**config.mk**
```make
export PLATFORM = sky130hd
export DESIGN_NAME = line_rasterizer
export DESIGN_NICKNAME = d
export VERILOG_FILES = /design/src/design/lr_pkg.sv /design/src/design/line_rasterizer.sv /design/src/design/lr_ctrl.sv /design/src/design/lr_datapath.sv
export SDC_FILE = /design/constraint.sdc
export NUM_CORES = 1
export LEC_CHECK = 0
export ABC_CLOCK_PERIOD_IN_PS = 12100
export BUFFER_PORTS_ARGS = -buffer_cell sky130_fd_sc_hd__buf_2
export CORE_ASPECT_RATIO = 1.1
export CORE_UTILIZATION = 55
export DETAILED_ROUTE_END_ITERATION = 7
export PLACE_DENSITY = 0.74
export SYNTH_ARGS = -nofsm -noshare
export SYNTH_HDL_FRONTEND = slang
export SYNTH_SLANG_ARGS = --single-unit
```
**constraint.sdc**
```tcl
create_clock -name clk -period 12.1 [get_ports clk]
set_input_delay 1.815 -clock clk [delete_from_list [all_inputs] [get_ports clk]]
set_output_delay 1.815 -clock clk [all_outputs]
set_load 0.05 [all_outputs]
```
**src/design/lr_pkg.sv**
```systemverilog
// Shared types and constants for the line rasterizer.
// Used by lr_ctrl, lr_datapath and line_rasterizer; no dependencies.
package lr_pkg;

  // Screen and coordinate sizes
  localparam int SCREEN_MAX = 64;
  localparam int COORD_BITS = 12;
  localparam int CW         = COORD_BITS + 1;        // walk coordinate width
  localparam int ERR_W      = COORD_BITS + 3;        // decision error width
  localparam int DIM_W      = 7;                     // screen size register width
  localparam int PIX_W      = $clog2(SCREEN_MAX);    // output pixel coordinate width

  // Configuration register indexes (paddr[2])
  localparam logic REG_SCREEN_WIDTH  = 1'b0;
  localparam logic REG_SCREEN_HEIGHT = 1'b1;

  // Walk kinds
  typedef enum logic [2:0] {
    MODE_IDLE       = 3'd0,
    MODE_VERTICAL   = 3'd1,
    MODE_HORIZONTAL = 3'd2,
    MODE_SHALLOW    = 3'd3,
    MODE_STEEP      = 3'd4
  } draw_mode_t;

  // Controller states
  typedef enum logic [2:0] {
    ST_IDLE,
    ST_ORDER,
    ST_SETUP,
    ST_WALK,
    ST_FINISH
  } lr_state_t;

  // Controller to datapath
  typedef struct packed {
    logic load;    // capture endpoints
    logic order;   // sort endpoints by y, form differences
    logic setup;   // pick walk kind, load walk registers
    logic step;    // advance walk by one coordinate
    logic finish;  // push held pixel (or the empty marker) as the last word
  } lr_cmd_t;

  // Datapath to controller
  typedef struct packed {
    logic done;      // no further pixel can come from the walk
    logic stall;     // a pixel is found but nowhere to put it
    logic out_free;  // output register can take a word this cycle
  } lr_status_t;

  // Screen size limited to the largest supported screen
  function automatic logic [DIM_W-1:0] clamp_dim(input logic [DIM_W-1:0] v);
    if (v > DIM_W'(SCREEN_MAX)) begin
      return DIM_W'(SCREEN_MAX);
    end
    return v;
  endfunction

endpackage

```
**src/design/line_rasterizer.sv**
```systemverilog
// Line rasterizer top level: stream ports, screen size registers, controller
// and datapath. Depends on lr_pkg, lr_ctrl and lr_datapath.
//
// Usage
//   s_* takes one line segment per word (two signed 12-bit endpoints).
//   m_* returns the visible pixels of that segment in drawing order; tlast
//   marks the final word of a segment. A segment with no visible pixel
//   returns a single word with tuser (pixel present) low and tlast high.
//   screen_width / screen_height sit at byte addresses 0 and 4 of the APB
//   port; both reset to 64, values above 64 act as 64. Write only when idle.
// Timing
//   A segment is captured, sorted and set up, then walked one coordinate per
//   cycle while the walk is not stalled until the walk ends, then the last
//   word is flushed. The walk covers at most the segment's major-axis span
//   (up to 4095) and ends early once it leaves the screen. A word appears on
//   m_* the cycle after the walk reaches the next visible pixel; a one-pixel
//   hold stage lets tlast be known in advance. s_tready is high only between
//   segments.
// Reset and stalls
//   rst (synchronous) empties the block and restores the screen size.
//   A stalled receiver freezes the walk only when a found pixel has neither
//   the hold stage nor the output register free.
module line_rasterizer
  import lr_pkg::*;
(
  input  logic        clk,
  input  logic        rst,
  // input stream
  input  logic        s_tvalid,
  output logic        s_tready,
  input  logic [47:0] s_tdata,   // start_x[11:0], start_y[23:12], end_x[35:24], end_y[47:36]
  // output stream
  output logic        m_tvalid,
  input  logic        m_tready,
  output logic [15:0] m_tdata,   // pixel_x[5:0], pixel_y[11:6], zero[15:12]
  output logic [0:0]  m_tuser,   // pixel_valid[0]
  output logic        m_tlast,   // last_pixel
  // configuration
  input  logic        psel,
  input  logic        penable,
  input  logic        pwrite,
  input  logic [2:0]  paddr,
  input  logic [31:0] pwdata,
  output logic [31:0] prdata,
  output logic        pready
);

  logic [DIM_W-1:0] screen_width, screen_height;
  lr_cmd_t          cmd;
  lr_status_t       status;
  logic [PIX_W-1:0] pixel_x, pixel_y;
  logic             pixel_valid;

  // Configuration registers
  assign pready = 1'b1;

  always_ff @(posedge clk) begin
    if (rst) begin
      screen_width  <= DIM_W'(SCREEN_MAX);
      screen_height <= DIM_W'(SCREEN_MAX);
    end else if (psel && penable && pwrite && pready) begin
      unique case (paddr[2])
        REG_SCREEN_WIDTH:  screen_width  <= pwdata[DIM_W-1:0];
        REG_SCREEN_HEIGHT: screen_height <= pwdata[DIM_W-1:0];
        default: ;
      endcase
    end
  end

  // Register read back
  always_comb begin
    unique case (paddr[2])
      REG_SCREEN_WIDTH:  prdata = {{(32-DIM_W){1'b0}}, screen_width};
      REG_SCREEN_HEIGHT: prdata = {{(32-DIM_W){1'b0}}, screen_height};
      default:           prdata = '0;
    endcase
  end

  lr_ctrl u_ctrl (
    .clk      (clk),
    .rst      (rst),
    .in_valid (s_tvalid),
    .in_ready (s_tready),
    .status   (status),
    .cmd      (cmd)
  );

  lr_datapath u_datapath (
    .clk           (clk),
    .rst           (rst),
    .cmd           (cmd),
    .status        (status),
    .screen_width  (screen_width),
    .screen_height (screen_height),
    .start_x       (s_tdata[11:0]),
    .start_y       (s_tdata[23:12]),
    .end_x         (s_tdata[35:24]),
    .end_y         (s_tdata[47:36]),
    .out_valid     (m_tvalid),
    .out_ready     (m_tready),
    .pixel_x       (pixel_x),
    .pixel_y       (pixel_y),
    .pixel_valid   (pixel_valid),
    .last_pixel    (m_tlast)
  );

  // Output packing
  assign m_tdata = {4'b0000, pixel_y, pixel_x};
  assign m_tuser = pixel_valid;

endmodule

```
**src/design/lr_ctrl.sv**
```systemverilog
// Line rasterizer controller: sequences capture, ordering, setup, walk, finish.
// Depends on lr_pkg.
module lr_ctrl
  import lr_pkg::*;
(
  input  logic       clk,
  input  logic       rst,
  input  logic       in_valid,
  output logic       in_ready,
  input  lr_status_t status,
  output lr_cmd_t    cmd
);

  lr_state_t state, state_next;

  always_ff @(posedge clk) begin
    if (rst) begin
      state <= ST_IDLE;
    end else begin
      state <= state_next;
    end
  end

  // Next state
  always_comb begin
    state_next = state;
    unique case (state)
      ST_IDLE: begin
        if (in_valid) begin
          state_next = ST_ORDER;
        end
      end
      ST_ORDER:  state_next = ST_SETUP;
      ST_SETUP:  state_next = ST_WALK;
      ST_WALK: begin
        if (status.done) begin
          state_next = ST_FINISH;
        end
      end
      ST_FINISH: begin
        if (status.out_free) begin
          state_next = ST_IDLE;
        end
      end
      default:   state_next = ST_IDLE;
    endcase
  end

  // Outputs; no word is taken while reset is held
  always_comb begin
    cmd      = '0;
    in_ready = 1'b0;
    unique case (state)
      ST_IDLE: begin
        in_ready = !rst;
        cmd.load = in_valid && !rst;
      end
      ST_ORDER:  cmd.order = 1'b1;
      ST_SETUP:  cmd.setup = 1'b1;
      ST_WALK:   cmd.step = !status.done && !status.stall;
      ST_FINISH: cmd.finish = status.out_free;
      default:   cmd = '0;
    endcase
  end

endmodule

```
**src/design/lr_datapath.sv**
```systemverilog
// Line rasterizer datapath: endpoint registers, walk registers for the four line
// kinds, one-pixel hold stage and the output register. Depends on lr_pkg.
module lr_datapath
  import lr_pkg::*;
(
  input  logic                    clk,
  input  logic                    rst,
  input  lr_cmd_t                 cmd,
  output lr_status_t              status,
  input  logic [DIM_W-1:0]        screen_width,
  input  logic [DIM_W-1:0]        screen_height,
  input  logic [COORD_BITS-1:0]   start_x,
  input  logic [COORD_BITS-1:0]   start_y,
  input  logic [COORD_BITS-1:0]   end_x,
  input  logic [COORD_BITS-1:0]   end_y,
  output logic                    out_valid,
  input  logic                    out_ready,
  output logic [PIX_W-1:0]        pixel_x,
  output logic [PIX_W-1:0]        pixel_y,
  output logic                    pixel_valid,
  output logic                    last_pixel
);

  // Captured / ordered endpoints
  logic signed [COORD_BITS-1:0] pt_sx, pt_sy, pt_ex, pt_ey;
  logic signed [CW-1:0]         diff_x, diff_y;
  logic                         is_vert, is_horiz;

  // Walk registers
  draw_mode_t              draw_mode;
  logic                    mirror_flag;
  logic signed [CW-1:0]    step_x, step_y, stop_coord;
  logic signed [ERR_W-1:0] decision_error, err_inc0, err_inc1;
  logic signed [1:0]       whole_step;

  // Hold stage and output register
  logic             pend_valid;
  logic [PIX_W-1:0] pend_x, pend_y;

  // Screen limits as signed walk-width values
  logic signed [CW-1:0] w_s, h_s;
  assign w_s = $signed({{(CW-DIM_W){1'b0}}, clamp_dim(screen_width)});
  assign h_s = $signed({{(CW-DIM_W){1'b0}}, clamp_dim(screen_height)});

  // ---- ordering stage: sort by y ----
  logic signed [CW-1:0] sx_e, sy_e, ex_e, ey_e, d0y;
  logic                 swap;
  assign sx_e = {pt_sx[COORD_BITS-1], pt_sx};
  assign sy_e = {pt_sy[COORD_BITS-1], pt_sy};
  assign ex_e = {pt_ex[COORD_BITS-1], pt_ex};
  assign ey_e = {pt_ey[COORD_BITS-1], pt_ey};
  assign d0y  = ey_e - sy_e;
  assign swap = d0y < 0;

  // ---- setup stage ----
  logic signed [CW-1:0]    adx, steep_r, mir_sx, mir_ex;
  logic signed [ERR_W-1:0] dy_e, adx_e, r_e;
  logic                    shallow, dx_neg, dx_eq_dy;
  logic                    vert_vis, horiz_vis;

  assign dx_neg   = diff_x < 0;
  assign adx      = dx_neg ? -diff_x : diff_x;
  assign shallow  = diff_y < adx;
  assign dx_eq_dy = diff_x == diff_y;
  assign dy_e     = $signed({{(ERR_W-CW){diff_y[CW-1]}}, diff_y});
  assign adx_e    = $signed({{(ERR_W-CW){adx[CW-1]}}, adx});
  // remainder of floor(dx/dy); |dx| <= dy here so the quotient is -1, 0 or 1
  assign steep_r  = dx_neg ? (diff_x + diff_y) : (dx_eq_dy ? '0 : diff_x);
  assign r_e      = $signed({{(ERR_W-CW){steep_r[CW-1]}}, steep_r});
  assign mir_sx   = w_s - sx_e;
  assign mir_ex   = w_s - ex_e;
  assign vert_vis  = (sx_e >= 0) && (sx_e < w_s);
  assign horiz_vis = (sy_e >= 0) && (sy_e < h_s);

  // ---- walk step ----
  logic                    hit, walk_done;
  logic [PIX_W-1:0]        hit_x, hit_y;
  logic signed [CW-1:0]    nx, ny, x_mir, steep_dx;
  logic signed [ERR_W-1:0] sh_err, st_e1, st_e2;
  logic                    sh_up, st_carry;

  // shallow: midpoint decision, pixel checked after the move
  assign sh_up  = decision_error > 0;
  assign nx     = step_x + CW'(1);
  assign ny     = sh_up ? step_y + CW'(1) : step_y;
  assign sh_err = sh_up ? decision_error + err_inc1 : decision_error + err_inc0;
  assign x_mir  = mirror_flag ? w_s - nx : nx;

  // steep: fraction accumulates, carry moves x one more column
  assign st_e1    = decision_error + err_inc0;
  assign st_e2    = decision_error + err_inc1;
  assign st_carry = st_e1 > 0;
  assign steep_dx = $signed({{(CW-2){whole_step[1]}}, whole_step}) +
                    $signed({{(CW-1){1'b0}}, st_carry});

  always_comb begin
    hit       = 1'b0;
    walk_done = 1'b1;
    hit_x     = step_x[PIX_W-1:0];
    hit_y     = step_y[PIX_W-1:0];
    unique case (draw_mode)
      MODE_VERTICAL: begin
        hit       = (step_y > 0) && (step_y < h_s);
        walk_done = (step_y >= stop_coord) || (step_y >= h_s);
      end
      MODE_HORIZONTAL: begin
        hit       = (step_x > 0) && (step_x < w_s);
        walk_done = (step_x >= stop_coord) || (step_x >= w_s);
      end
      MODE_SHALLOW: begin
        hit       = (nx > 0) && (nx < w_s) && (ny > 0) && (ny < h_s);
        walk_done = (step_x >= stop_coord) || (step_x >= w_s) || (step_y >= h_s);
        hit_x     = x_mir[PIX_W-1:0];
        hit_y     = ny[PIX_W-1:0];
      end
      MODE_STEEP: begin
        hit       = (step_y > 0) && (step_y < h_s) && (step_x > 0) && (step_x < w_s);
        walk_done = (step_y >= stop_coord) || (step_y >= h_s);
      end
      default: begin
        hit       = 1'b0;
        walk_done = 1'b1;
      end
    endcase
  end

  // Status
  logic out_busy;
  assign out_busy        = out_valid && !out_ready;
  assign status.done     = walk_done;
  assign status.stall    = hit && pend_valid && out_busy;
  assign status.out_free = !out_busy;

  // Endpoint capture and ordering
  always_ff @(posedge clk) begin
    if (cmd.load) begin
      pt_sx <= start_x;
      pt_sy <= start_y;
      pt_ex <= end_x;
      pt_ey <= end_y;
    end else if (cmd.order) begin
      if (swap) begin
        pt_sx <= pt_ex;
        pt_sy <= pt_ey;
        pt_ex <= pt_sx;
        pt_ey <= pt_sy;
      end
      diff_x   <= swap ? sx_e - ex_e : ex_e - sx_e;
      diff_y   <= swap ? -d0y : d0y;
      is_vert  <= pt_sx == pt_ex;
      is_horiz <= pt_sy == pt_ey;
    end
  end

  // Walk registers
  always_ff @(posedge clk) begin
    if (rst) begin
      draw_mode <= MODE_IDLE;
    end else if (cmd.setup) begin
      if (is_vert) begin
        draw_mode   <= vert_vis ? MODE_VERTICAL : MODE_IDLE;
        mirror_flag <= 1'b0;
        step_x      <= sx_e;
        step_y      <= sy_e;
        stop_coord  <= ey_e;
      end else if (is_horiz) begin
        draw_mode   <= horiz_vis ? MODE_HORIZONTAL : MODE_IDLE;
        mirror_flag <= 1'b0;
        step_x      <= dx_neg ? ex_e : sx_e;
        stop_coord  <= dx_neg ? sx_e : ex_e;
        step_y      <= sy_e;
      end else if (shallow) begin
        draw_mode      <= MODE_SHALLOW;
        mirror_flag    <= dx_neg;
        step_x         <= dx_neg ? mir_sx : sx_e;
        stop_coord     <= dx_neg ? mir_ex : ex_e;
        step_y         <= sy_e;
        decision_error <= (dy_e <<< 1) - adx_e;
        err_inc0       <= dy_e <<< 1;
        err_inc1       <= (dy_e - adx_e) <<< 1;
      end else begin
        draw_mode      <= MODE_STEEP;
        mirror_flag    <= 1'b0;
        step_x         <= sx_e;
        step_y         <= sy_e;
        stop_coord     <= ey_e;
        whole_step     <= dx_neg ? 2'sb11 : (dx_eq_dy ? 2'sb01 : 2'sb00);
        decision_error <= -dy_e;
        err_inc0       <= r_e <<< 1;
        err_inc1       <= (r_e - dy_e) <<< 1;
      end
    end else if (cmd.step) begin
      unique case (draw_mode)
        MODE_VERTICAL:   step_y <= step_y + CW'(1);
        MODE_HORIZONTAL: step_x <= step_x + CW'(1);
        MODE_SHALLOW: begin
          step_x         <= nx;
          step_y         <= ny;
          decision_error <= sh_err;
        end
        MODE_STEEP: begin
          step_y         <= step_y + CW'(1);
          step_x         <= step_x + steep_dx;
          decision_error <= st_carry ? st_e2 : st_e1;
        end
        default: ;
      endcase
    end else if (cmd.finish) begin
      draw_mode <= MODE_IDLE;
    end
  end

  // Hold stage: a pixel waits here until the next one shows it was not the last
  always_ff @(posedge clk) begin
    if (rst) begin
      pend_valid <= 1'b0;
    end else if (cmd.step && hit) begin
      pend_valid <= 1'b1;
      pend_x     <= hit_x;
      pend_y     <= hit_y;
    end else if (cmd.finish) begin
      pend_valid <= 1'b0;
    end
  end

  // Output register; a new word is loaded only when the old one is gone or leaving
  always_ff @(posedge clk) begin
    if (rst) begin
      out_valid <= 1'b0;
    end else if (cmd.step && hit && pend_valid) begin
      out_valid   <= 1'b1;
      pixel_x     <= pend_x;
      pixel_y     <= pend_y;
      pixel_valid <= 1'b1;
      last_pixel  <= 1'b0;
    end else if (cmd.finish) begin
      out_valid   <= 1'b1;
      pixel_x     <= pend_valid ? pend_x : '0;
      pixel_y     <= pend_valid ? pend_y : '0;
      pixel_valid <= pend_valid;
      last_pixel  <= 1'b1;
    end else if (out_valid && out_ready) begin
      out_valid <= 1'b0;
    end
  end

endmodule
```
---- Yosys cells after proc, flatten, opt, wreduce, memory -nomap -nowiden ----
Cells that the tools add are included.
storage, ports and cells
  flip-flop bits (word level) ............. 211
  word-level logic and storage cells ...... 236
  bits of input ports ..................... 90
  output and inout bits ................... 53
operators by class
  magnitude comparators ................... 23
  reductions and logical operators ........ 55
  muxes and demuxes ....................... 88
  eq/ne operators ......................... 17
  bitwise gates (word level) .............. 6
  add/sub/neg operators ................... 19
operators by type and width
  operator                                                                               count
  13-bit two-way mux                                                                     20
  12-bit two-way mux                                                                     12
  15-bit two-way mux                                                                     9
  32-bit case mux with 2 select lines                                                    1
  6-bit two-way mux                                                                      9
  13-bit by 1-bit > comparator with 1-bit output (second input constant)                 4
  13-bit by 8-bit less-than comparator with 1-bit output                                 4
  13-bit case mux with 2 select lines                                                    2
  12-bit by 12-bit subtractor with 13-bit output                                         3
  15-bit adder                                                                           2
  15-bit by 1-bit > comparator with 1-bit output (second input constant)                 2
  15-bit case mux with 2 select lines                                                    1
  7-bit two-way mux                                                                      4
  13-bit by 13-bit subtractor with 14-bit output                                         2
  3-bit two-way mux                                                                      9
  13-bit by 2-bit adder with 13-bit output (second input constant)                       2
  13-bit greater-or-equal comparator                                                     2
  13-bit by 8-bit greater-or-equal comparator with 1-bit output                          2
  13-bit by 1-bit less-than comparator with 1-bit output (second input constant)         2
  13-bit negation                                                                        2
  8-bit by 12-bit subtractor with 13-bit output                                          2
  12-bit == test                                                                         2
  12-bit by 1-bit greater-or-equal comparator with 1-bit output (second input constant)  2
  12-bit by 8-bit less-than comparator with 1-bit output                                 2
  other kinds (32)                                                                       106

---- Depth between registers and ports, before layout ----
Gate-level depths: netlist of run 1.
  depth in word-level cells ............... 17
  mapped depth ............................ 23
  mapped depth without buffers ............ 23

---- Modules after synthesis ----
From an unflattened synthesis of run 1, not the netlist that was laid out.
second synthesis, totals
  cells, all modules ...................... 2305
  area, all modules ....................... 20115.5 um2
modules (own cells, without submodules)
  module           cells each  instances  area an instance (um2)
  lr_datapath      2186        1          18978.2
  line_rasterizer  95          1          929.6
  lr_ctrl          24          1          207.7

---- Worst setup path before layout of run 1 ----
No wires, ideal clock.
  path type ............................... input-to-reg
  start point ............................. input rst
  end point ............................... register u_datapath.pt_ex[0] (enable)
  library setup time ...................... 520 ps
  arrival time ............................ 5836 ps
  data required time ...................... 11580 ps
  setup slack ............................. 5744 ps
  stages on the path ...................... 5
  buffers on the path ..................... 2
  cell sequence ........................... nor4_1 nand2_1 clkbuf_1 clkbuf_1 o21ai_0
on the way
  cells in the longest elaborated chain, start to end .. 5
  elaborated cells on any way between the ends .. 6
RTL lines
  element                                 line                   source
  from (decl)                             line_rasterizer.sv:27  input logic rst,
  1-bit logical NOT *                     lr_ctrl.sv:56          cmd.load = in_valid && !rst;
  1-bit logical AND *                     lr_ctrl.sv:56
  1-bit two-way mux *                     lr_ctrl.sv:53          unique case (state)
  2-bit nonzero test (no source line)     -
  2-bit AND reduction (no source line) *  -
  to (signal assigned)                    lr_datapath.sv:139     pt_ex <= end_x;
  to (signal assigned)                    lr_datapath.sv:145     pt_ex <= pt_sx;
  to (decl)                               lr_datapath.sv:25      logic signed [COORD_BITS-1:0] pt_sx, pt_sy, pt_ex, pt_ey;
Every way passes the cells marked *; elsewhere a longest branch is shown, timed or not.
A chain may end at the register's enable or synchronous reset.

---- Worst setup path in the final report of run 1 ----
  start point ............................. register u_datapath.decision_error[1]
  end point ............................... register u_datapath.step_x[10] (data pin)
on the way
  cells in the longest elaborated chain, start to end .. 7
RTL lines
  element                                         line                source
  from (decl)                                     lr_datapath.sv:33   logic signed [ERR_W-1:0] decision_error, err_inc0, err_inc1;
  from (signal assigned)                          lr_datapath.sv:178  decision_error <= (dy_e <<< 1) - adx_e;
  from (signal assigned)                          lr_datapath.sv:188  decision_error <= -dy_e;
  from (signal assigned)                          lr_datapath.sv:199  decision_error <= sh_err;
  15-bit adder                                    lr_datapath.sv:90   assign st_e1 = decision_error + err_inc0;
  15-bit by 1-bit > comparator with 1-bit output  lr_datapath.sv:92   assign st_carry = st_e1 > 0;
  2-bit by 2-bit adder with 3-bit output          lr_datapath.sv:93   assign steep_dx = $signed({{(CW-2){whole_step[1]}}, whole_step}) +
  13-bit by 3-bit adder with 13-bit output        lr_datapath.sv:203  step_x <= step_x + steep_dx;
  13-bit case mux with 2 select lines             lr_datapath.sv:193  unique case (draw_mode)
  13-bit two-way mux                              lr_datapath.sv:192  end else if (cmd.step) begin
  13-bit two-way mux                              lr_datapath.sv:159  end else if (cmd.setup) begin
  to (signal assigned)                            lr_datapath.sv:195  MODE_HORIZONTAL: step_x <= step_x + CW'(1);
  to (signal assigned)                            lr_datapath.sv:197  step_x <= nx;
  to (signal assigned)                            lr_datapath.sv:203
  to (decl)                                       lr_datapath.sv:32   logic signed [CW-1:0] step_x, step_y, stop_coord;
Every way passes these cells. The select of a mux whose other input is x is not followed.

==> results by group, run 1 <==
Status
  – Status: finished, violations left
  – Violated checks: design-rule violations

Die
  – Die height: a little under 200 um
  – Core area: around 0.034 mm^2
  – Die Width: 180 um
  – Site Rows: 71
  – Starting density of the core: 0.560
  – Die area: ~0.036 mm^2
  – Io pins: between 100 and 150

Synth
  – Yosys cell types: 95
  – Post-synth EDFFs: 186
  – Avg Inst Size Synth: 9.06 um^2
  – Post-synth top area cell: edfxtp_1
  – Synth top area cells: edfxtp_1 29%, ha_1 14%, xnor2_1 4.4%
  – Cells after synthesis: 2113
  – Synth top area share: 0.292
  – #FFs+latches synth: around 210
  – Sequential-to-total area share from yosys stat: 0.315
  – Dominant synthesized flop cell: edfxtp_1
  – Cell Area, Synth: 0.0192 mm^2
  – YS warnings: 0
  – Async SR Flop Fraction: 0

Global routing
  – Largest net degree at the start of global routing: 52
  – Vias in the first global route: around 15k
  – Initial antenna violation count: 1
  – First-pass GRT wire length: 81.2 mm
  – Total grt overflow: 0
  – Total global-route track usage: 0.289

Critical path
  – Worst r2r path cells: 22
  – RR Startpoint: u_datapath.decision_error[1]
  – Critical path startpoint category: flop
  – Critical path peak fanout: 3
  – Crit Path Category: reg -> reg
  – CP arrival: 6.02 ns
  – Critical R2R Capture: u_datapath.step_x[10]
  – Worst path required time: 12.50 ns
  – R2R setup slack: 6.48 ns
  – CP Capture Type: flop

Min path
  – HP Class: reg -> reg
  – Hold EP: screen_height[5]
  – Hold path start: screen_height[5]
  – Hold path depth: 2

Clock network
  – Resize count post-CTS: 0
  – H-tree levels: 1
  – Hold_buf cts: 0
  – Post-CTS Setup Bufs: 0
  – Clk_lat worst skew: 0.55 ns
  – Clock buffer count from CTS: 25
  – CTS tree: yes
  – Root Buffer: clkbuf_16
  – Clock sink count: 208
  – Max clock buf depth: 3
  – Clock slew at reported path FFs: 0.07 ns

Power and ir drop
  – PD cells: roughly 130 mW/mm^2
  – Lkg Pwr: around 8.5 nW
  – Logic pwr share: 0.381
  – VDD IR-drop max: about 0.13 mV
  – NetSw: around 0.001 W
  – Tot Pwr: roughly 0.0027 W
  – Sw Ratio: 0.370
  – Pint: approximately 0.0017 W
  – Clk pwr share: 0.280
  – Sequential share of power: 0.339

Placed design
  – Placed cell area: 0.0198 mm^2
  – # port buffers: 85
  – Routability-driven placement congestion ratio: 0.982
  – HPWL Detailed: ~41 mm

Detailed routing
  – Via count: roughly 16k
  – Routed len/inst: 19.9 um
  – DRC: 9
  – 1st-iter DRT viols: 1512
  – DRT Pass-1 Iters: 8
  – Drt total wl: roughly 52 mm
  – Via/cell ratio: approximately 6.3
  – Antenna-violating nets left: 0

Timing
  – Clk_skew: 0.0416 ns
  – Final setup viols: 0
  – Final worst path period share: 0.464
  – Fin Setup TNS: 0 ns
  – Slew Limit Fails: 0
  – Fin. Hold Viols: 0
  – Hold Worst Slack: roughly 0.48 ns
  – Max Fclk: 178 MHz
  – RSZ-0062 raised after global routing: false
  – Min Tclk post-route: ~5.6 ns
  – Least-Margin Pin Slew: approximately 1.2 ns
  – Rel. slew slack: 0.208

Flow run
  – # Max-Cap Violations: 0

Layout
  – Antenna diodes: 0
  – Layout cells sized above 1: 0.112
  – Fin util: 0.605
  – Final #Nets: 2470
  – Final instance area: about 0.021 mm^2
  – Synthesis-to-finish area growth: 7.98%
[cells in the final DEF, fill, tap and decap left out, types with 11 or more instances in the layout]
cell,n
nand2b_1,22
inv_1,128
dfxtp_1,22
o21ai_0,153
nand3_1,48
buf_2,85
o21bai_1,13
a21o_1,43
xnor2_1,97
or3_1,20
mux2_2,60
o211ai_1,16
fa_1,14
conb_1,30
mux2i_1,36
ha_1,207
a21oi_1,137
nor2_1,134
clkbuf_16,27
a21boi_0,12
xor2_1,65
nand2_1,163
o21a_1,28
o22ai_1,11
nand4_1,26
nor3_1,62
a31oi_1,19
o31ai_1,17
nor2b_1,40
buf_4,14
and2_1,21
edfxtp_1,186
a211oi_1,19
nor4_1,21
[worst max-delay path, stage by stage, from the launching register on]
cell and delay, ns:
edfxtp_1 0.44, ha_1 0.24, inv_1 0.07, fa_1 0.26, nor2b_4 0.06, o2111a_1 0.25, or4_4 0.50, a41oi_2 0.21
and2b_1 0.16, xnor2_1 0.09, nor4_2 0.36, nor2_1 0.14, fa_1 0.44, fa_1 0.42, a21oi_1 0.15, o21bai_1 0.10
a21oi_1 0.19, o21ai_0 0.15, a41oi_1 0.32, nor2b_1 0.20, xor2_1 0.08, a211oi_1 0.48, a31o_2 0.18
[sequential cells by signal, indices dropped and copies added (netlist names), 13 cells and up]
signal / flops
u_datapath.step_x: 13
u_datapath.err_inc1: 14
u_datapath.diff_x: 13
u_datapath.diff_y: 13
u_datapath.step_y: 13
u_datapath.decision_error: 15
u_datapath.err_inc0: 13
u_datapath.stop_coord: 13
[stage by stage]
step	cells	setup WS, ns
after floorplan	2141	5.74
after global placement	2570	6.61
after detailed placement	2570	6.56
after CTS	2616	6.53
after global routing	2616	6.17
final	2616	6.48
[kinds of logic after synthesis]
| logic type | synth area share |
|---|---|
| AND/OR/NAND/NOR | 0.156 |
| AO/OA/AOI/OAI | 0.196 |
| buffers and inverters | 0.0536 |
| adder cells (fa/ha/maj) | 0.150 |
| flip-flops | 0.315 |
| XOR/XNOR | 0.0749 |
| multiplexers | 0.0541 |
| other | 0.000392 |
[per-layer routing]
layer,track usage,part of all wire,wire length [um]
met1,0.387,0.43,22500
met2,0.452,0.43,22700
met3,0.0383,0.078,4050
met4,0.161,0.057,2960
met5,0,0.00025,13
[worst max-delay path by stage]
stage,startpoint,end,slack [ns],depth (start not counted)
finish,u_datapath.decision_error[1],u_datapath.step_x[10],6.48,22
global placement,u_datapath.decision_error[1],u_datapath.step_x[10],6.61,22
detailed placement,u_datapath.decision_error[1],u_datapath.step_x[10],6.56,22
global route,u_datapath.decision_error[1],u_datapath.step_x[10],6.17,22
CTS,u_datapath.decision_error[1],u_datapath.step_x[10],6.53,22
floorplan,rst,u_datapath.pt_ex[0],5.74,5
[cells in the mapped netlist, types with 20 or more instances]
master    instances
nand3_1          48
o21ai_0         154
buf_4            30
inv_1           128
dfxtp_1          22
a21o_1           43
mux2i_1          36
or3_1            20
nand4_1          26
ha_1            207
and2_1           22
a21oi_1         137
nor2_1          135
mux2_2           60
xor2_1           65
nor3_1           63
o21a_1           28
clkbuf_1         62
xnor2_1          97
nor4_1           22
nand2_1         164
edfxtp_1        186
nand2b_1         22
nor2b_1          40
[power by group through the flow]
stage          Clock, W  Sequential, W  Combinational (W)
2_1_floorplan         0       0.000911           0.000795
3_3_place_gp          0       0.000936           0.000989
3_5_place_dp          0       0.000937            0.00102
4_1_cts        0.000776       0.000922            0.00103
5_1_grt        0.000802       0.000929            0.00114
6_report       0.000765       0.000925            0.00104
[area by class of cell]
type | count | area [um^2]
Inverter | 130 | 488
Fill cell | 2954 | 13500
Sequential cell | 208 | 6030
Tap cell | 438 | 548
Clock inverter | 16 | 136
Clock buffer | 30 | 707
Multi-Input combinational cell | 1695 | 12200
Timing Repair Buffer | 99 | 531
Note: power is estimated with default switching activity, not from simulation.
==> run 2: changes to the inputs <==
--- a/config.mk
+++ b/config.mk
@@ -5,12 +5,12 @@
 export SDC_FILE = /design/constraint.sdc
 export NUM_CORES = 1
 export LEC_CHECK = 0
-export ABC_CLOCK_PERIOD_IN_PS = 12100
+export ABC_CLOCK_PERIOD_IN_PS = 4700
 export BUFFER_PORTS_ARGS = -buffer_cell sky130_fd_sc_hd__buf_2
 export CORE_ASPECT_RATIO = 1.1
 export CORE_UTILIZATION = 55
 export DETAILED_ROUTE_END_ITERATION = 7
-export PLACE_DENSITY = 0.74
+export PLACE_DENSITY = 0.77
 export SYNTH_ARGS = -nofsm -noshare
 export SYNTH_HDL_FRONTEND = slang
 export SYNTH_SLANG_ARGS = --single-unit
==> constraint.sdc (replaced) <==
create_clock -name clk -period 4.7 [get_ports clk]
set_input_delay 0.705 -clock clk [delete_from_list [all_inputs] [get_ports clk]]
set_output_delay 0.705 -clock clk [all_outputs]
set_load 0.05 [all_outputs]
==> run 2 against run 1 <==
  * The run ends with design-rule violations, negative setup slack left
  * Sequential power rose to 2.6 times the previous value
  * Non-clock buffer count rose by 99
  * Count of clock-buffer cells in the layout fell by 1
  * Largest cell class unchanged
==> results by group, run 2 (synthesis results as in run 1) <==
Critical path
  – Critical R2R Capture: u_datapath.step_x[12]
  – Worst r2r path cells: 23 (+4.5%)
  – CP arrival: 5.17 ns (-0.85 ns)
  – CP Buf/Inv Count: 1 (unchanged)
  – RR Startpoint: u_datapath.decision_error[1]
  – Delay of the slowest critical-path stage: 0.50 ns (about the same)
  – CP Capture Type: flop
  – Worst-path cell chain: ha_2, inv_2, fa_2, nor2b_4, o2111a_1, or4_4, a41oi_2, and2b_2, xnor2_2, nor4_4, nor2_2, fa_2, fa_2, a21oi_2, o21bai_2, a21oi_2, o21ai_2, a41oi_2, a21oi_1, xor2_1, a21oi_1, xor2_1, a21oi_1
  – CP top delay family: compound AO/OA/AOI/OAI gates
  – R2R setup slack: -0.20 ns (-6.68 ns)
  – Critical path startpoint category: flop
  – Slowest stage cell, crit path: or4_4
  – Critical path peak fanout: 2 (-1)
  – Worst path required time: 4.97 ns (-7.53 ns)
  – Crit Path Category: reg -> reg

Global routing
  – Total grt overflow: 0 (unchanged)
  – Initial antenna violation count: 0 (-1)
  – Largest net degree at the start of global routing: 49 (-5.8%)
  – Vias in the first global route: 15.8k (+2.2%)
  – Total global-route track usage: 0.306 (+0.0179)
  – First-pass GRT wire length: 85.3 mm (+5.1%)

Power and ir drop
  – PD cells: 331 mW/mm^2 (+150%)
  – Logic pwr share: 0.399 (+0.018)
  – Lkg Pwr: 8.97 nW (+6.1%)
  – Sw Ratio: 0.372 (+0.00162)
  – NetSw: 0.00266 W (+160%)
  – Clk pwr share: 0.270 (-0.010)
  – Pint: 0.00449 W (+160%)
  – Sequential share of power: 0.330 (-0.009)
  – VDD IR-drop max: 0.305 mV (+130%)

Timing
  – Clk_skew: 0.0209 ns (-0.0207 ns)
  – RSZ-0062 raised after global routing: true
  – Least-Margin Pin Slew: 1.19 ns (+0.00437 ns)
  – Fin. Hold Viols: 0 (unchanged)
  – Min Tclk post-route: 4.90 ns (-0.722 ns)
  – Max Fclk: 204 MHz (+15%)
  – Final setup viols: 2 (+2)
  – Slew Limit Fails: 0 (unchanged)
  – Rel. slew slack: 0.198 (-0.0102)
  – Setup ws final: -0.195 ns (-6.68 ns)
  – Hold Worst Slack: 0.392 ns (-0.0835 ns)
  – Fin Setup TNS: -0.320 ns (-0.320 ns)
  – Final worst path period share: 1.04 (+0.577)

Detailed routing
  – DRC: 12 (+3)
  – Routed len/inst: 20.4 um (+2.3%)
  – DRT Pass-1 Iters: 8 (unchanged)
  – 1st-iter DRT viols: 1590 (+5.2%)
  – Via/cell ratio: 6.17 (-1.4%)
  – Antenna-violating nets left: 0 (unchanged)
  – Drt total wl: 55.3 mm (+6.1%)
  – Via count: 16.7k (+2.2%)

Layout
  – Synthesis-to-finish area growth: 12.9%
  – Regs by FF count: u_datapath.decision_error x15, u_datapath.err_inc1 x14
  – Reg with most FFs: u_datapath.decision_error
  – Fillers: 2878 (-2.6%)
  – Commonest non-fill, non-tap cell in the layout: ha_1
  – Commonest non-fill, non-tap cells in the layout: 206 x ha_1, 186 x edfxtp_1, 163 x nand2_1, 148 x o21ai_0, 132 x nor2_1
  – Final #Nets: 2568 (+4.0%)
  – Antenna diodes: 0 (unchanged)
  – Max reg flops: 15 (unchanged)
  – Layout cells sized above 1: 0.164 (+0.0516)

Die
  – Site Rows: 71 (unchanged)
  – Die Width: 180 um (unchanged)
  – Die area: 0.0356 mm^2 (unchanged)
  – Core area: 0.0342 mm^2 (unchanged)
  – Io pins: 143 (unchanged)
  – Starting density of the core: 0.560 (unchanged)
  – Die height: 198 um (unchanged)

Flow run
  – # Max-Cap Violations: 0 (unchanged)

Placed design
  – HPWL Detailed: 43.4 mm (+7.0%)
  – # port buffers: 85 (unchanged)
  – Routability-driven placement congestion ratio: 1.06 (+7.8%)

Clock network
  – CTS tree: yes
  – Clock buffer count from CTS: 24 (-4.0%)
  – Clock slew at reported path FFs: 0.06 ns (about the same)
  – Max clock buf depth: 3 (unchanged)
  – H-tree levels: 1 (unchanged)
  – Root Buffer: clkbuf_16
  – Hold_buf cts: 0 (unchanged)
  – Clk_lat worst skew: 0.55 ns (about the same)
  – Clock sink count: 208 (unchanged)

Status
  – Status: finished, violations left
  – Violated checks: design-rule violations, negative setup slack

Min path
  – Hold path start: pwdata[6]
  – Hold path depth: 2 (unchanged)
  – HP Class: in -> reg
  – Hold EP: screen_height[6]
==> run 2: cell count changes in the layout (fill, tap and decap cells not counted), sizes merged <==
cell / delta
buf: +99
inv: -4
clkinvlp: +2
clkinv: -1
bufinv: +1
clkbuf: -1
==> run 2: stage by stage <==
stage          setup WS (ns)  instance area (um^2)   util  instances  power (W)
3_3_place_gp          -0.331                 20600  0.601       2655    0.00504
5_1_grt               -0.446                 21600  0.632       2712    0.00750
3_5_place_dp          -0.424                 20600  0.601       2655    0.00514
2_1_floorplan        -0.0152                 19300      -       2141    0.00439
4_1_cts               -0.293                 21500  0.627       2703    0.00707
6_report              -0.195                 21600  0.632       2712    0.00715
==> run 2: area by class of cell <==
cell class | instances | area (um^2) | area share
tap | 438 | 548 | 0.0254
timing repair buffer | 198 | 1340 | 0.0618
inverter | 130 | 488 | 0.0226
sequential | 208 | 6030 | 0.279
multi-input combinational | 1695 | 12400 | 0.574
clock buffer | 29 | 659 | 0.0305
clock inverter | 14 | 159 | 0.00735
==> run 2: per-layer routing <==
layer	wire, um	up-vias	track usage
met2	25200	695	0.500
met3	4150	98	0.0344
met4	2080	0	0.126
met1	23900	7906	0.415
met5	0	-	0
li1	-	8027	-
==> run 2: how the worst max path moves through the flow <==
stage	startpoint	end	slack [ns]	depth (start not counted)
after global routing	u_datapath.decision_error[1]	u_datapath.step_x[12]	-0.45	23
final	u_datapath.decision_error[1]	u_datapath.step_x[12]	-0.20	23
after global placement	u_datapath.decision_error[1]	u_datapath.step_x[12]	-0.33	23
after CTS	u_datapath.decision_error[1]	u_datapath.step_x[12]	-0.29	23
after detailed placement	u_datapath.decision_error[1]	u_datapath.step_x[12]	-0.42	23
after floorplan	u_datapath.decision_error[1]	u_datapath.step_x[12]	-0.02	23
==> run 2: power by group through the flow <==
stage	logic, W	clock network, W	registers (W)
6_report	0.00285	0.00193	0.00236
5_1_grt	0.00311	0.00201	0.00237
4_1_cts	0.00277	0.00195	0.00236
3_5_place_dp	0.00275	0	0.00240
3_3_place_gp	0.00265	0	0.00239
2_1_floorplan	0.00205	0	0.00234
==> run 2: worst register-to-register path: cells and delay by family, from the launching register on <==
family          cells  cell delay, ns
compound gates     10            1.50
xor+xnor            3            0.41
fa+ha+maj           4            1.14
buf+inv             1            0.05
flops               1            0.39
simple gates        5            1.16
==> run 2: timing repair <==
action / CTS / global route
pin swaps: 14 / 6
endpoints found under the setup margin: 46 / 72
gates resized for setup: 9 / 27
endpoints found under the hold margin: 0 / 0
setup buffers: 5 / 9
